<file path="config.mk">
export PLATFORM = sky130hd
export DESIGN_NAME = rsi_sqrt_cell
export DESIGN_NICKNAME = d
export VERILOG_FILES = /design/src/hw/rtl/rsi_pkg.sv /design/src/hw/rtl/rsi_sqrt_cell.sv
export SDC_FILE = /design/constraint.sdc
export NUM_CORES = 1
export LEC_CHECK = 0
export BUFFER_PORTS_ARGS = -buffer_cell sky130_fd_sc_hd__buf_4
export CORE_AREA = 2 2 511 513
export CTS_CLUSTER_DIAMETER = 30
export CTS_CLUSTER_SIZE = 20
export DETAILED_ROUTE_END_ITERATION = 6
export DIE_AREA = 0 0 513 515
export PLACE_DENSITY_LB_ADDON = 0.15
export SLEW_MARGIN = 20
export SYNTH_ARGS = -nofsm -noshare
export SYNTH_HDL_FRONTEND = slang
export SYNTH_SLANG_ARGS = --single-unit
</file>
<file path="constraint.sdc">
create_clock -name clk -period 0.8 [get_ports clk]
set_input_delay 0.04 -clock clk [delete_from_list [all_inputs] [get_ports clk]]
set_output_delay 0.04 -clock clk [all_outputs]
set_load 0.005 [all_outputs]
</file>
<file path="src/hw/rtl/rsi_pkg.sv">
`timescale 1ns / 1ps
`default_nettype none

package rsi_pkg;

    localparam int SqrtSteps = 66;
    localparam int DivSteps  = 32;
    localparam logic [30:0] RadiusReset = 31'd65536;

    typedef enum logic [1:0] {
        CFG_CENTER_X = 2'd0,
        CFG_CENTER_Y = 2'd1,
        CFG_CENTER_Z = 2'd2,
        CFG_RADIUS   = 2'd3
    } cfg_idx_t;

    typedef struct packed {
        logic signed [31:0] origin_x;
        logic signed [31:0] origin_y;
        logic signed [31:0] origin_z;
        logic signed [31:0] dir_x;
        logic signed [31:0] dir_y;
        logic signed [31:0] dir_z;
        logic signed [31:0] t_low;
        logic signed [31:0] t_high;
    } ray_t;

    typedef struct packed {
        logic               hit;
        logic signed [31:0] t_hit;
        logic signed [31:0] pos_x;
        logic signed [31:0] pos_y;
        logic signed [31:0] pos_z;
        logic signed [31:0] norm_x;
        logic signed [31:0] norm_y;
        logic signed [31:0] norm_z;
        logic               back_face;
    } res_t;

    typedef struct packed {
        ray_t        ray;
        logic [65:0] h;
        logic [63:0] a;
        logic        miss;
    } sq_side_t;

    typedef struct packed {
        logic [131:0] rad;
        logic [67:0]  rem;
        logic [65:0]  root;
        sq_side_t     side;
    } sq_cell_t;

    typedef struct packed {
        ray_t ray;
        logic miss;
        logic neg1;
        logic neg2;
        logic ovf1;
        logic ovf2;
    } dv_side_t;

    typedef struct packed {
        logic [31:0] num1;
        logic [31:0] num2;
        logic [63:0] rem1;
        logic [63:0] rem2;
        logic [31:0] q1;
        logic [31:0] q2;
        logic [63:0] dvsr;
        dv_side_t    side;
    } dv_cell_t;

endpackage

`default_nettype wire

</file>
<file path="src/hw/rtl/rsi_sqrt_cell.sv">
`timescale 1ns / 1ps
`default_nettype none

module rsi_sqrt_cell (
    input  wire logic             clk,
    input  wire logic             rst_n,
    input  wire logic             en,
    input  wire logic             vin,
    input  wire rsi_pkg::sq_cell_t din,
    output logic                  vout,
    output rsi_pkg::sq_cell_t     dout
);

    logic              vld_reg;
    rsi_pkg::sq_cell_t dat_reg;
    rsi_pkg::sq_cell_t dat_next;
    logic [67:0]       rem_sh;
    logic [67:0]       trial;
    logic              ge;

    // One root bit per cell: bring down the next two radicand bits and try 4*root+1.
    always_comb
    begin
        rem_sh        = {din.rem[65:0], din.rad[131:130]};
        trial         = {din.root, 2'b01};
        ge            = (rem_sh >= trial);
        dat_next      = din;
        dat_next.rad  = {din.rad[129:0], 2'b00};
        dat_next.rem  = ge ? (rem_sh - trial) : rem_sh;
        dat_next.root = {din.root[64:0], ge};
    end

    always_ff @(posedge clk or negedge rst_n)
    begin
        if (!rst_n)
        begin
            vld_reg <= 1'b0;
        end
        else if (en)
        begin
            vld_reg <= vin;
        end
    end

    always_ff @(posedge clk)
    begin
        if (en)
        begin
            dat_reg <= dat_next;
        end
    end

    assign vout = vld_reg;
    assign dout = dat_reg;

endmodule

`default_nettype wire

</file>
==> flow_summary.toml, run 1 <==
[final_layout]
final_common_cell = "buf_4"
layout_common_cells = "buf_4 (1224), dlygate4sd3_1 (1197), edfxtp_1 (651)"
final_nets = 5448
post-route-util = 0.258
syn_to_final_growth_pct = 168
final_area_mm2 = 0.0667
fill_cells = 27379
drive_gt1_frac = 0.496

[synth]
ys_types = 65
netlist.area_leader.share = 0.785
synth_top_area_cell = "edfxtp_1"
async_flop_share = 0.00153
synth_edf_count = 651
synth_area_mm2 = 0.0249
yosysWarnings = 0
ys_top_cells_by_area = "edfxtp_1 (79%), ha_1 (3.4%), nand2_1 (1.9%)"
synth_area_per_cell_um2 = 16.2
yosys_most_used_dff = "edfxtp_1"
ys_seq_elements = 652
ys_seq_area_frac = 0.786
synthCells = 1533

[pwr]
worst_ir_drop_vdd_mv = 1.81
p_leak_nw = 27.5
p_per_area_mw_per_mm2 = 2360

[clock_tree]
cts_tree = "done"
clk_path_buf_depth = 4
cts_htree_levels = 4
numCtsBuffers = 235
clk_pin_slew_ns = 0.04
clk_latency_ns = 0.86
cts-root-buf = "clkbuf_16"
clock_sinks = 652

[setup_path]
path_buf_inv = 4
crit_family = "compound AO/OA/AOI/OAI gates"
cp_common_cell = "o31ai_4"
cp.depth = 13
critPathKind = "in2reg"
cp_slowest_cell = "or4_4"
path_cells = "buf_8 -> inv_4 -> ha_4 -> nand4_1 -> buf_6 -> or4_4 -> o32ai_4 -> buf_12 -> o31ai_4 -> a2111oi_4 -> nand2b_4 -> o21a_1 -> o31ai_4"
cp-end-kind = "register"
rr_worst_depth = 1
crit_path_max_incr_delay_ns = 0.52
critPathLaunchType = "primary input"
crit_arrival_ns = 2.71
critPathMaxFanout = 3
worstPathRequired_ns = 1.36

[drt]
first_pass_iters = 5
via_count = 27144
drtIter0Drc = 1291
vias_per_cell = 3.26
wirelength_um = 206000
ant_nets = 0
wl_per_cell_um = 24.8
drc = 0

[timing]
slew_violations = 0
setup_violations = 891
min_period_ns = 2.15
timing.hold.ws_ns = -0.584
tightest_slew_ns = 0.508
hold_viol = 36
max_freq_mhz = 465
fin_worst_skew_ns = 0
worst_slack_ns = -1.35
post-route-period-util = 2.69
rsz0062_at_grt = "yes"
slew_headroom = 0.659

[floorplan]
die_area_mm2 = 0.264
initial_core_util = 0.0963
ios = 1311
rows = 187
die_x_um = 513
core_mm2 = 0.259
die-height_um = 515

[grt]
grt_usage = 0.150
grt_pass1_vias = 29252
grt_max_degree = 37
grt_antenna_before_repair = 78
grt_pass1_wl_um = 268000
overflow = 0

[job]
timing.max_cap.violations = 0

[placement]
place_congestion = 0.842
placed_cell_area_mm2 = 0.0426
dp_hpwl_um = 166000
io_buffers = 1306
pre_cts_ws_ns = -2.84

[run_status]
status = "finished with violations"
violations = "hold timing, setup timing"

[min_path]
worst_hold_path_type = "in2reg"
holdPathStages = 1
-- metal layers --
layer	share of wire	vias to the layer above	track usage	wire, um
li1	-	12379	-	-
met1	0.39	13285	0.170	80900
met2	0.51	1139	0.270	105000
met3	0.066	313	0.0426	13700
met4	0.030	28	0.0471	6240
met5	0.00094	-	0.000913	193
-- per-stage QoR --
stage	std cells	total power [mW]	setup TNS [ns]
after global routing	8327	163	-543.82
after floorplan	1534	47.0	-104.38
after detailed placement	6624	63.0	-358.31
final	8339	157	-488.63
after global placement	6624	63.3	-355.56
after CTS	8249	159	-555.21
-- what timing repair did --
| action | CTS | global route |
|---|---|---|
| endpoints found under the setup margin | 721 | 826 |
| resized for setup | 740 | 230 |
| gates cloned | 14 | 0 |
| hold buffers | 1149 | 49 |
| endpoints found under the hold margin | 1303 | 68 |
| setup buffers | 52 | 29 |
| pin swaps | 106 | 68 |
-- cells in the mapped netlist (24+ instances only) --
master and count:
o21ai_1 71, buf_2 24, a21o_1 34, a21oi_1 92, ha_1 68, nand4_1 25
edfxtp_1 651, xnor2_1 33, nor2_1 62, inv_1 93, nand2_1 126, o21ai_0 37
-- final timing paths --
check                            startpoint                  end  slack [ns]
min in group asynchronous             rst_n     vout$_DFFE_PN0P_        0.60
max in group asynchronous             rst_n     vout$_DFFE_PN0P_        0.09
setup reg to reg           vout$_DFFE_PN0P_     vout$_DFFE_PN0P_        0.04
hold / removal                     din[390]  dout[391]$_DFFE_PP_       -0.58
hold reg to reg            vout$_DFFE_PN0P_     vout$_DFFE_PN0P_        0.54
setup / recovery                   din[417]  dout[514]$_DFFE_PP_       -1.35
-- cell type report --
| class | count | area [um^2] | share of cell area |
|---|---|---|---|
| flip-flops and latches | 652 | 19600 | 0.294 |
| multi-input cells | 746 | 6820 | 0.102 |
| well taps | 3402 | 4260 | 0.0638 |
| clock inverters | 144 | 1260 | 0.0190 |
| diodes | 28 | 70.1 | 0.00105 |
| clock buffers | 279 | 6110 | 0.0916 |
| repair buffers | 2994 | 28200 | 0.422 |
| inverters | 94 | 420 | 0.00631 |
-- power by group --
group	internal (mW)	switching, mW	total (mW)
clock	58.6	26.4	85.1
combinational	16.5	12.7	29.2
sequential	41.2	1.61	42.9
-- cell families after synthesis --
group	synth area share
compound gates	0.0833
xor+xnor	0.0197
fa+ha+maj	0.0342
buf+inv	0.0220
flops	0.786
mux	0.000452
other cells	0.000151
simple gates	0.0539
-- state kept, by name, indices dropped and copies added, names as in the netlist --
name / cells
vout: 1
dout: 651
Note: power is estimated with default switching activity, not from simulation.
==> inputs of run 2 (changes only) <==
Settings changed: CORE_AREA 2 2 511 513 to 2 2 514 516, DIE_AREA 0 0 513 515 to 0 0 516 518, TNS_END_PERCENT set to 50.
==> run 2 against run 1 <==
Compared with the run above:
- the flow still finishes with violations (hold timing, setup timing)
- cell count increased by 1.1%
- die area increased by 1.2%
- sequential power about the same
- worst setup slack improved by 0.088 ns
- global-route usage decreased by 0.72 points
- sequential share of layout area increased by 0.20 points
==> flow_summary.toml, run 2 (synthesized netlist as in run 1, its figures left out) <==
[run_status]
status = "finished with violations"
violations = "hold timing, setup timing"

[grt]
grt_pass1_wl_um = 260000
grt_pass1_vias = 29089
grt_max_degree = 36
overflow = 0
grt_usage = 0.143
grt_antenna_before_repair = 64

[floorplan]
die_area_mm2 = 0.267
ios = 1311
core_mm2 = 0.262
initial_core_util = 0.0952
rows = 188
die_x_um = 516
die-height_um = 518

[setup_path]
critPathLaunchType = "primary input"
critPathMaxFanout = 6
critPathKind = "in2reg"
crit_arrival_ns = 2.61
worstPathRequired_ns = 1.35
cp-end-kind = "register"

[final_layout]
layout_common_cells = "buf_4 (1347), dlygate4sd3_1 (1182), edfxtp_1 (651)"
largest_reg_flops = 651
drive_gt1_frac = 0.499
final_area_mm2 = 0.0662
final_nets = 5421
fill_cells = 27646
syn_to_final_growth_pct = 166
final_common_cell = "buf_4"

[job]
timing.max_cap.violations = 0

[timing]
setup_violations = 1386
max_freq_mhz = 485
slew_headroom = 0.334
tightest_slew_ns = 0.996
min_period_ns = 2.06
hold_viol = 48
timing.hold.ws_ns = -0.577
rsz0062_at_grt = "yes"
slew_violations = 0
fin_worst_skew_ns = 0
post-route-period-util = 2.58
worst_slack_ns = -1.26

[drt]
vias_per_cell = 3.19
drc = 0
wl_per_cell_um = 23.6
wirelength_um = 199000
drtIter0Drc = 1217
first_pass_iters = 5
via_count = 26859
ant_nets = 0

[pwr]
p_total_mw = 157
pwr-share-seq = 0.273
p_comb_frac = 0.183
p_leak_nw = 27.2
p_int_mw = 117
clkPwrFrac = 0.544
swShare = 0.254
worst_ir_drop_vdd_mv = 1.65
p_sw_mw = 39.8
p_per_area_mw_per_mm2 = 2370

[clock_tree]
clk_path_buf_depth = 4
cts-root-buf = "clkbuf_16"
clk_pin_slew_ns = 0.04
cts_htree_levels = 4
cts_tree = "done"
numCtsBuffers = 219
clk_latency_ns = 0.86
clock_sinks = 652

[placement]
place_congestion = 0.908
placed_cell_area_mm2 = 0.0429
dp_hpwl_um = 160000
io_buffers = 1306

[min_path]
worst_hold_path_type = "in2reg"
run 2: power by group through the flow:
stage | logic [mW] | clock network, mW | registers, mW
4_1_cts | 28.6 | 87.3 | 42.9
6_report | 28.6 | 85.3 | 42.9
3_3_place_gp | 20.4 | 0 | 43.2
5_1_grt | 30.4 | 89.2 | 43.2
2_1_floorplan | 4.12 | 0 | 42.9
3_5_place_dp | 20.2 | 0 | 43.1
run 2: path summary, 6_finish.rpt:
check / from / endpoint / slack (ns) / cells after the start
max: din[402] / dout[497]$_DFFE_PP_ / -1.26 / 18
min: din[440] / dout[441]$_DFFE_PP_ / -0.58 / 1
max reg2reg: vout$_DFFE_PN0P_ / vout$_DFFE_PN0P_ / 0.05 / 1
min reg2reg: vout$_DFFE_PN0P_ / vout$_DFFE_PN0P_ / 0.52 / 1
max in group asynchronous: rst_n / vout$_DFFE_PN0P_ / 0.13 / 4
min in group asynchronous: rst_n / vout$_DFFE_PN0P_ / 0.57 / 4
run 2: cell type report:
class | instances | area, um^2 | share of cell area
Clock inverter | 138 | 1560 | 0.0236
Multi-Input combinational cell | 746 | 6820 | 0.103
Inverter | 94 | 422 | 0.00637
Antenna cell | 41 | 103 | 0.00155
Clock buffer | 260 | 5720 | 0.0864
Tap cell | 3515 | 4400 | 0.0664
Sequential cell | 652 | 19600 | 0.296
Timing Repair Buffer | 2983 | 27600 | 0.417
run 2: per-layer routing:
layer,global-route usage,vias up,routed length [um]
li1,-,12303,-
met1,0.164,13186,78600
met2,0.255,1100,100000
met3,0.0456,252,16100
met4,0.0338,18,4160
met5,0,-,99
run 2: per-stage QoR:
step	std cells	worst slack (ns)	util	setup TNS, ns	hold slack [ns]
after global placement	6742	-2.52	0.164	-330.36	-0.182
final	8429	-1.26	0.253	-841.40	-0.577
after CTS	8350	-1.24	0.249	-920.52	-0.676
after detailed placement	6742	-2.55	0.164	-340.27	-0.182
after global routing	8412	-1.36	0.253	-943.67	-0.639
after floorplan	1534	-1.66	-	-105.40	-0.256
run 2: worst max-delay path: stages:
cell,delay (ns)
buf_8,0.08
inv_4,0.03
ha_4,0.28
buf_6,0.09
nand4_1,0.20
nor4_4,0.33
buf_6,0.16
nand2b_4,0.06
o21ai_4,0.22
o21ai_4,0.09
a21oi_4,0.16
a41oi_4,0.15
buf_6,0.17
buf_12,0.14
buf_8,0.14
buf_16,0.15
nand2_4,0.05
o21ai_2,0.05
run 2: repair_timing:
item,CTS,global route
hold buffers,1146,37
hold endpoints to repair,1303,716
gates cloned,11,0
buffers inserted,66,17
resized for setup,660,196
pin swaps,121,52
endpoints found under the setup margin,721,1374
