--- config.mk ---
export PLATFORM = sky130hd
export DESIGN_NAME = rsi_div_cell
export DESIGN_NICKNAME = d
export VERILOG_FILES = /design/src/hw/rtl/rsi_pkg.sv /design/src/hw/rtl/rsi_div_cell.sv
export SDC_FILE = /design/constraint.sdc
export NUM_CORES = 1
export LEC_CHECK = 0
export ABC_AREA = 1
export BUFFER_PORTS_ARGS = -buffer_cell sky130_fd_sc_hd__buf_2
export CORE_AREA = 3 3 450 452
export DETAILED_ROUTE_END_ITERATION = 8
export DIE_AREA = 0 0 453 455
export PLACE_DENSITY = 0.36
export SYNTH_ARGS = -nofsm -noshare
export SYNTH_HDL_FRONTEND = slang
export SYNTH_SLANG_ARGS = --single-unit
export TNS_END_PERCENT = 100
--- constraint.sdc ---
create_clock -name clk -period 0.8 [get_ports clk]
set_input_delay 0.04 -clock clk [delete_from_list [all_inputs] [get_ports clk]]
set_output_delay 0.04 -clock clk [all_outputs]
set_load 0.005 [all_outputs]
--- src/hw/rtl/rsi_pkg.sv ---
`timescale 1ns / 1ps
`default_nettype none

package rsi_pkg;

    localparam int SqrtSteps = 66;
    localparam int DivSteps  = 32;
    localparam logic [30:0] RadiusReset = 31'd65536;

    typedef enum logic [1:0] {
        CFG_CENTER_X = 2'd0,
        CFG_CENTER_Y = 2'd1,
        CFG_CENTER_Z = 2'd2,
        CFG_RADIUS   = 2'd3
    } cfg_idx_t;

    typedef struct packed {
        logic signed [31:0] origin_x;
        logic signed [31:0] origin_y;
        logic signed [31:0] origin_z;
        logic signed [31:0] dir_x;
        logic signed [31:0] dir_y;
        logic signed [31:0] dir_z;
        logic signed [31:0] t_low;
        logic signed [31:0] t_high;
    } ray_t;

    typedef struct packed {
        logic               hit;
        logic signed [31:0] t_hit;
        logic signed [31:0] pos_x;
        logic signed [31:0] pos_y;
        logic signed [31:0] pos_z;
        logic signed [31:0] norm_x;
        logic signed [31:0] norm_y;
        logic signed [31:0] norm_z;
        logic               back_face;
    } res_t;

    typedef struct packed {
        ray_t        ray;
        logic [65:0] h;
        logic [63:0] a;
        logic        miss;
    } sq_side_t;

    typedef struct packed {
        logic [131:0] rad;
        logic [67:0]  rem;
        logic [65:0]  root;
        sq_side_t     side;
    } sq_cell_t;

    typedef struct packed {
        ray_t ray;
        logic miss;
        logic neg1;
        logic neg2;
        logic ovf1;
        logic ovf2;
    } dv_side_t;

    typedef struct packed {
        logic [31:0] num1;
        logic [31:0] num2;
        logic [63:0] rem1;
        logic [63:0] rem2;
        logic [31:0] q1;
        logic [31:0] q2;
        logic [63:0] dvsr;
        dv_side_t    side;
    } dv_cell_t;

endpackage

`default_nettype wire

--- src/hw/rtl/rsi_div_cell.sv ---
`timescale 1ns / 1ps
`default_nettype none

module rsi_div_cell (
    input  wire logic             clk,
    input  wire logic             rst_n,
    input  wire logic             en,
    input  wire logic             vin,
    input  wire rsi_pkg::dv_cell_t din,
    output logic                  vout,
    output rsi_pkg::dv_cell_t     dout
);

    logic              vld_reg;
    rsi_pkg::dv_cell_t dat_reg;
    rsi_pkg::dv_cell_t dat_next;
    logic [64:0]       r1;
    logic [64:0]       r2;
    logic              ge1;
    logic              ge2;

    // Restoring division, one quotient bit per cell for both roots.
    always_comb
    begin
        r1            = {din.rem1, din.num1[31]};
        r2            = {din.rem2, din.num2[31]};
        ge1           = (r1 >= {1'b0, din.dvsr});
        ge2           = (r2 >= {1'b0, din.dvsr});
        dat_next      = din;
        dat_next.num1 = {din.num1[30:0], 1'b0};
        dat_next.num2 = {din.num2[30:0], 1'b0};
        dat_next.rem1 = ge1 ? 64'(r1 - {1'b0, din.dvsr}) : r1[63:0];
        dat_next.rem2 = ge2 ? 64'(r2 - {1'b0, din.dvsr}) : r2[63:0];
        dat_next.q1   = {din.q1[30:0], ge1};
        dat_next.q2   = {din.q2[30:0], ge2};
    end

    always_ff @(posedge clk or negedge rst_n)
    begin
        if (!rst_n)
        begin
            vld_reg <= 1'b0;
        end
        else if (en)
        begin
            vld_reg <= vin;
        end
    end

    always_ff @(posedge clk)
    begin
        if (en)
        begin
            dat_reg <= dat_next;
        end
    end

    assign vout = vld_reg;
    assign dout = dat_reg;

endmodule

`default_nettype wire

==> results.yml, run 1 <==
power_and_ir_drop:
  sw_frac_of_total_pct: 32.0
  max-vdd-ir-drop_v: 0.00163
  internal-power_mw: 73.5
  power.leakage_nw: 29.3
  seq_power_share_pct: 35.5
  finalPower_mw: 108
  p_sw_mw: 34.5
  cellPowerDensity_mw_per_mm2: 1740
  clkPwrFrac_pct: 33.7
  p_comb_share_pct: 30.9
logic_synthesis:
  seq_area_frac_synth_pct: 55.3
  yosysTopAreaCellShare_pct: 55.2
  synth_top_cell_by_area: "edfxtp_1"
  synthesis.area_per_instance_sq_um: 8.67
  synth_cell_type_count: 38
  synthCells: 3633
  synth-seq-cells: 580
  synthesis.area_sq_mm: 0.0315
  yosys_warnings: 0
  synthTopCellsByArea: "edfxtp_1, nand2_1, inv_1"
clocking:
  cts_root_buf: "clkbuf_16"
  clk_latency_ns: 0.71
  clock-sinks: 580
  cts.path.max_buffers: 3
  cts_inserted_buffers: 76
  htreeDepth: 3
  cts_tree: "done"
  clk_pin_slew_ns: 0.06
placement:
  placedInstanceArea_sq_mm: 0.0478
  dp.cells: 8159
  port_buffers: 1162
  gp_congestion: 0.915
  dp_hpwl_um: 201000
floorplan:
  rows: 164
  ios: 1167
  coreArea_sq_mm: 0.199
  start_util_pct: 15.8
  die_w_um: 453
  die-area_sq_mm: 0.206
  fp.dieH_um: 455
drt:
  drt_iter0_drc: 2156
  wl_per_cell_um: 26.4
  wirelength_um: 240000
  drc: 0
  drt_first_pass_iters: 5
  vias: 35900
  via_per_inst: 3.94
  antenna_left: 0
timing:
  min_period_ns: 1.73
  setup_violations: 1337
  hold_violations: 12
  rsz0062_at_grt: "true"
  whs_ns: -0.320
  finClkSkew_ns: 0
  maxSlewViolCount: 0
  fin_ws_ns: -0.931
  final.period_utilization_pct: 216
  fmax_mhz: 578
grt:
  grt-ovfl-total: 0
  grt_max_degree: 39
  grt_pass1_vias: 35500
  groute.usage.overall_pct: 22.0
  grt_pass1_wl_um: 306000
  antenna_found_initial: 119
worst_hold_path:
  hold_depth: 3
  worstHoldPathType: "in2reg"
status:
  violations: "negative hold slack, negative setup slack"
  run_status: "complete, but fails checks"
critical_path:
  reg2reg_depth: 1
  crit_path_max_incr_delay_ns: 0.27
  cp_cell_sequence: "buf_8, clkinvlp_4, buf_12, ha_4, nand2_4, nor2_4, nand2_2, nor2_4, inv_2, nor2_4, nand3_2, nand3_2, nor2_4, nand2_8, buf_12, clkbuf_16, nand3_4, nand2_1"
  cp_slowest_cell: "nor2_4"
  worstSetupPathDepth: 18
  cp_common_cell: "nor2_4"
  worstSetupPathType: "in2reg"
  crit_buf_inv: 6
  cp.required_ns: 1.26
  arrival_ns: 2.19
  worst-path-max-fanout: 5
  cp-start-kind: "input pin"
  crit_family: "simple AND/OR/NAND/NOR gates"
  worst_setup_path_end_kind: "register"
cells_and_area:
  syn2layout_area_growth_pct: 97.5
  drive_above_1_share_pct: 46.6
  fin_nets: 7065
  fin_util_pct: 31.2
  design_area_sq_mm: 0.0622
  fillCellCount: 21300
  instances_no_fill: 9111
  regArea_sq_mm: 0.0174
  multi_input_area_sq_mm: 0.0153
job:
  drv_cap: 0
flip-flops by register name, summed over array words and instances (netlist names):
name	cells
dout	579
vout	1
logic make-up after synthesis:
kind of cell             count (synthesis)  share of synthesized area (%)
XOR/XNOR                                62                           1.72
flip-flops                             580                           55.3
other                                    1                         0.0119
AO/OA/AOI/OAI                          115                           1.91
buffers and inverters                  753                           9.41
AND/OR/NAND/NOR                       1991                           26.4
multiplexers                             1                         0.0357
adder cells (fa/ha/maj)                130                           5.21
metrics by stage:
stage	hold WS (ns)	worst slack [ns]	TNS, ns
floorplan	-0.256	-1.05	-129.01
global placement	-0.186	-1.99	-350.17
detailed placement	-0.183	-2.01	-352.99
CTS	-0.396	-0.923	-605.36
global route	-0.345	-0.937	-625.66
finish	-0.320	-0.931	-576.90
timing repair:
action	4_1_cts	5_1_grt
pin swaps	74	168
hold endpoints to repair	744	26
setup endpoints to repair	710	1290
gates cloned	11	17
buffers inserted	33	33
resized for setup	325	617
hold buffers	669	14
layout by cell type (no fill, tap or decap), types with 26 or more instances in the layout:
cell           netlist  layout
buf_2               20    1135
nand2_1           1344    1042
buf_4                5     706
dlygate4sd3_1        0     683
inv_1              695     609
edfxtp_1           579     579
nand2_2             32     262
nand3_1            288     163
ha_4                 0     110
nand3_2              5     108
nor2_1             195     103
clkbuf_16            0      89
buf_12               4      74
nand2_4              3      73
nor2_2              22      66
inv_2               16      63
a21oi_1             90      59
xor2_1              60      55
nor2_4               6      54
diode_2              0      45
buf_6                4      45
clkinvlp_4           0      38
a21oi_2              2      26
nand3b_1            26      26
final timing paths:
| path | to | from | slack, ns |
|---|---|---|---|
| max | dout[441]$_DFFE_PP_ | din[278] | -0.93 |
| min | dout[483]$_DFFE_PP_ | din[482] | -0.32 |
| max reg2reg | vout$_DFFE_PN0P_ | vout$_DFFE_PN0P_ | 0.07 |
| min reg2reg | vout$_DFFE_PN0P_ | vout$_DFFE_PN0P_ | 0.50 |
| max in group asynchronous | vout$_DFFE_PN0P_ | rst_n | 0.54 |
| min in group asynchronous | vout$_DFFE_PN0P_ | rst_n | 0.16 |
metal layers:
metal	track usage, %	up-vias	share of wire (%)
met5	0	-	0.080
met4	9.74	32	5.2
met3	3.75	330	5.2
met2	39.5	1179	50
met1	25.5	17300	39
li1	-	17100	-
synth_stat cells (all sizes together):
cell type / count
o21bai: 5
and3: 7
a21o: 2
xnor2: 2
edfxtp: 579
a21oi: 92
nand3b: 26
o21ai: 16
nor3: 25
mux2: 1
nand4: 21
inv: 711
buf: 33
clkbuf: 8
nand3: 293
fa: 2
clkinv: 1
or2: 2
dfrtp: 1
and2: 4
nor2: 223
nand2: 1379
xor2: 60
conb: 1
ha: 128
nor4: 11
power groups by stage:
stage	Sequential, mW	Clock (mW)	Combinational (mW)
floorplan	38.7	0	8.57
global placement	38.9	0	26.3
detailed placement	38.8	0	26.3
CTS	38.3	37.6	31.1
global route	38.5	38.8	35.6
finish	38.3	36.3	33.3
cell type report:
cell class              count  area share (%)
clock inverters            54            1.00
inverters                 712            4.53
multi-input cells        2301            24.6
repair buffers           2679            33.2
flip-flops and latches    580            28.0
well taps                2656            5.34
clock buffers              84            3.14
diodes                     45           0.181
(Power assumes the default switching activity.)
==> inputs of run 2 (changes only) <==
CTS_CLUSTER_SIZE = 8   (was not set)
HOLD_SLACK_MARGIN = 0.03   (was not set)
SKIP_CTS_REPAIR_TIMING = 1   (was not set)
==> results.yml, run 2 (synthesis results as in run 1) <==
drt:
  wl_met1_um: 93100
  vias: 35200
  via_per_inst: 3.92
  drt_first_pass_iters: 5
  drc: 0
  wl_met3_um: 12500
  antenna_left: 0
  wl_per_cell_um: 26.4
  dr_wl_met2_um: 120000
  wirelength_um: 237000
  drt_iter0_drc: 2481
  top_layer: "met5"
power_and_ir_drop:
  max-vdd-ir-drop_v: 0.00151
  finalPower_mw: 105
  cellPowerDensity_mw_per_mm2: 1760
  seq_power_share_pct: 36.6
  power.leakage_nw: 28.3
  sw_frac_of_total_pct: 31.6
  internal-power_mw: 71.6
  p_sw_mw: 33.1
  clkPwrFrac_pct: 33.7
  p_comb_share_pct: 29.7
critical_path:
  reg2reg_depth: 1
  rr_startpoint: "vout$_DFFE_PN0P_"
  cp.required_ns: 1.23
  cp-start-kind: "input pin"
  worst_setup_path_end_kind: "register"
  worst-path-max-fanout: 10
  r2r-end: "vout$_DFFE_PN0P_"
  rrSetupSlack_ns: 0.06
  critPathLaunch: "din[278]"
  arrival_ns: 2.20
  endpoint: "dout[414]$_DFFE_PP_"
  worstSetupPathType: "in2reg"
timing:
  fmax_mhz: 566
  finClkSkew_ns: 0
  relSlewSlack_pct: 66.5
  setup_violations: 1327
  final.period_utilization_pct: 221
  whs_ns: -0.321
  hold_violations: 18
  tns_ns: -589.19
  rsz0062_at_grt: "true"
  worst_slew_pin_slew_ns: 0.501
  maxSlewViolCount: 0
  fin_ws_ns: -0.968
  min_period_ns: 1.77
cells_and_area:
  syn2layout_area_growth_pct: 88.3
  drive_above_1_share_pct: 42.7
  multi_input_area_sq_mm: 0.0139
  regArea_sq_mm: 0.0174
  layout_common_cells: "nand2_1, buf_2, buf_4"
  largest_register_ffs: 579
  fillCellCount: 21600
  fin_nets: 6971
  final_common_cell: "nand2_1"
grt:
  grt_pass1_wl_um: 288000
  antenna_found_initial: 127
  grt_pass1_vias: 31800
  grt_max_degree: 52
  grt-ovfl-total: 0
  groute.usage.overall_pct: 21.0
floorplan:
  coreArea_sq_mm: 0.199
  fp.dieH_um: 455
  ios: 1167
  start_util_pct: 15.8
  rows: 164
  die_w_um: 453
  die-area_sq_mm: 0.206
clocking:
  clk_latency_ns: 0.70
  cts_inserted_buffers: 87
  cts_tree: "done"
  clock-sinks: 580
  htreeDepth: 3
  cts.path.max_buffers: 3
  cts_root_buf: "clkbuf_16"
  clk_pin_slew_ns: 0.05
placement:
  dp_hpwl_um: 201000
  gp_congestion: 0.915
  port_buffers: 1162
  pre_cts_slack_ns: -2.01
worst_hold_path:
  worstHoldPathType: "in2reg"
  hp-start: "din[482]"
status:
  run_status: "complete, but fails checks"
  violations: "negative hold slack, negative setup slack"
job:
  drv_cap: 0
## run 2: changes by cell type in the layout (fill, tap and decap cells not counted), moves of 16 or more
cell / change
nor2_4: -19
nand3_2: -36
inv_2: -23
nand2_1: +117
nand2_2: -70
dlygate4sd3_1: -63
buf_6: -22
clkinv_2: -16
nand3_1: +51
inv_1: +27
nand2_4: -47
## run 2: layout make-up
class	count	share of cell area, %
timing repair buffer	2574	32.4
sequential	580	29.3
multi-input combinational	2301	23.5
tap	2656	5.60
inverter	712	4.72
clock buffer	94	3.79
clock inverter	18	0.371
antenna	52	0.219
## run 2: worst min-delay path by stage
stage                          endpoint  cells after the start  slack [ns]
finish              dout[483]$_DFFE_PP_                      3       -0.32
global route        dout[483]$_DFFE_PP_                      3       -0.36
CTS                    vout$_DFFE_PN0P_                      1        -1.0
detailed placement     vout$_DFFE_PN0P_                      1       -0.18
global placement       vout$_DFFE_PN0P_                      1       -0.19
floorplan              vout$_DFFE_PN0P_                      0       -0.26
## run 2: power by group through the flow
stage	Sequential, mW	Clock [mW]	Combinational (mW)
after floorplan	38.7	0	8.57
after global placement	38.9	0	26.3
after detailed placement	38.8	0	26.3
after CTS	38.4	36.7	26.4
after global routing	38.5	37.8	33.3
final	38.3	35.3	31.1
## run 2: layer usage
layer  track usage [%]  vias up
li1                  -    16800
met1              23.0    16800
met2              38.2     1215
met3              5.63      337
met4              8.44       40
met5                 0        -
## run 2: worst max-delay path: stages
cell	delay, ns
buf_6	0.08
clkinvlp_4	0.21
buf_12	0.21
ha_4	0.29
nand2_4	0.06
nor2_4	0.10
nand2_2	0.10
nor2_4	0.12
inv_2	0.05
nor2_4	0.15
nand3_2	0.09
nand3_2	0.10
nor2_4	0.06
buf_12	0.17
buf_16	0.16
nand3_1	0.08
nand2_1	0.09
## run 2: through the flow
stage	hold slack, ns	utilization [%]	area (sq um)	std cells
4_1_cts	-0.999	25.2	50200	8271
3_3_place_gp	-0.186	24.0	47800	8159
3_5_place_dp	-0.183	24.0	47800	8159
2_1_floorplan	-0.256	-	32500	3634
6_report	-0.321	29.8	59300	8987
5_1_grt	-0.355	29.8	59300	8972
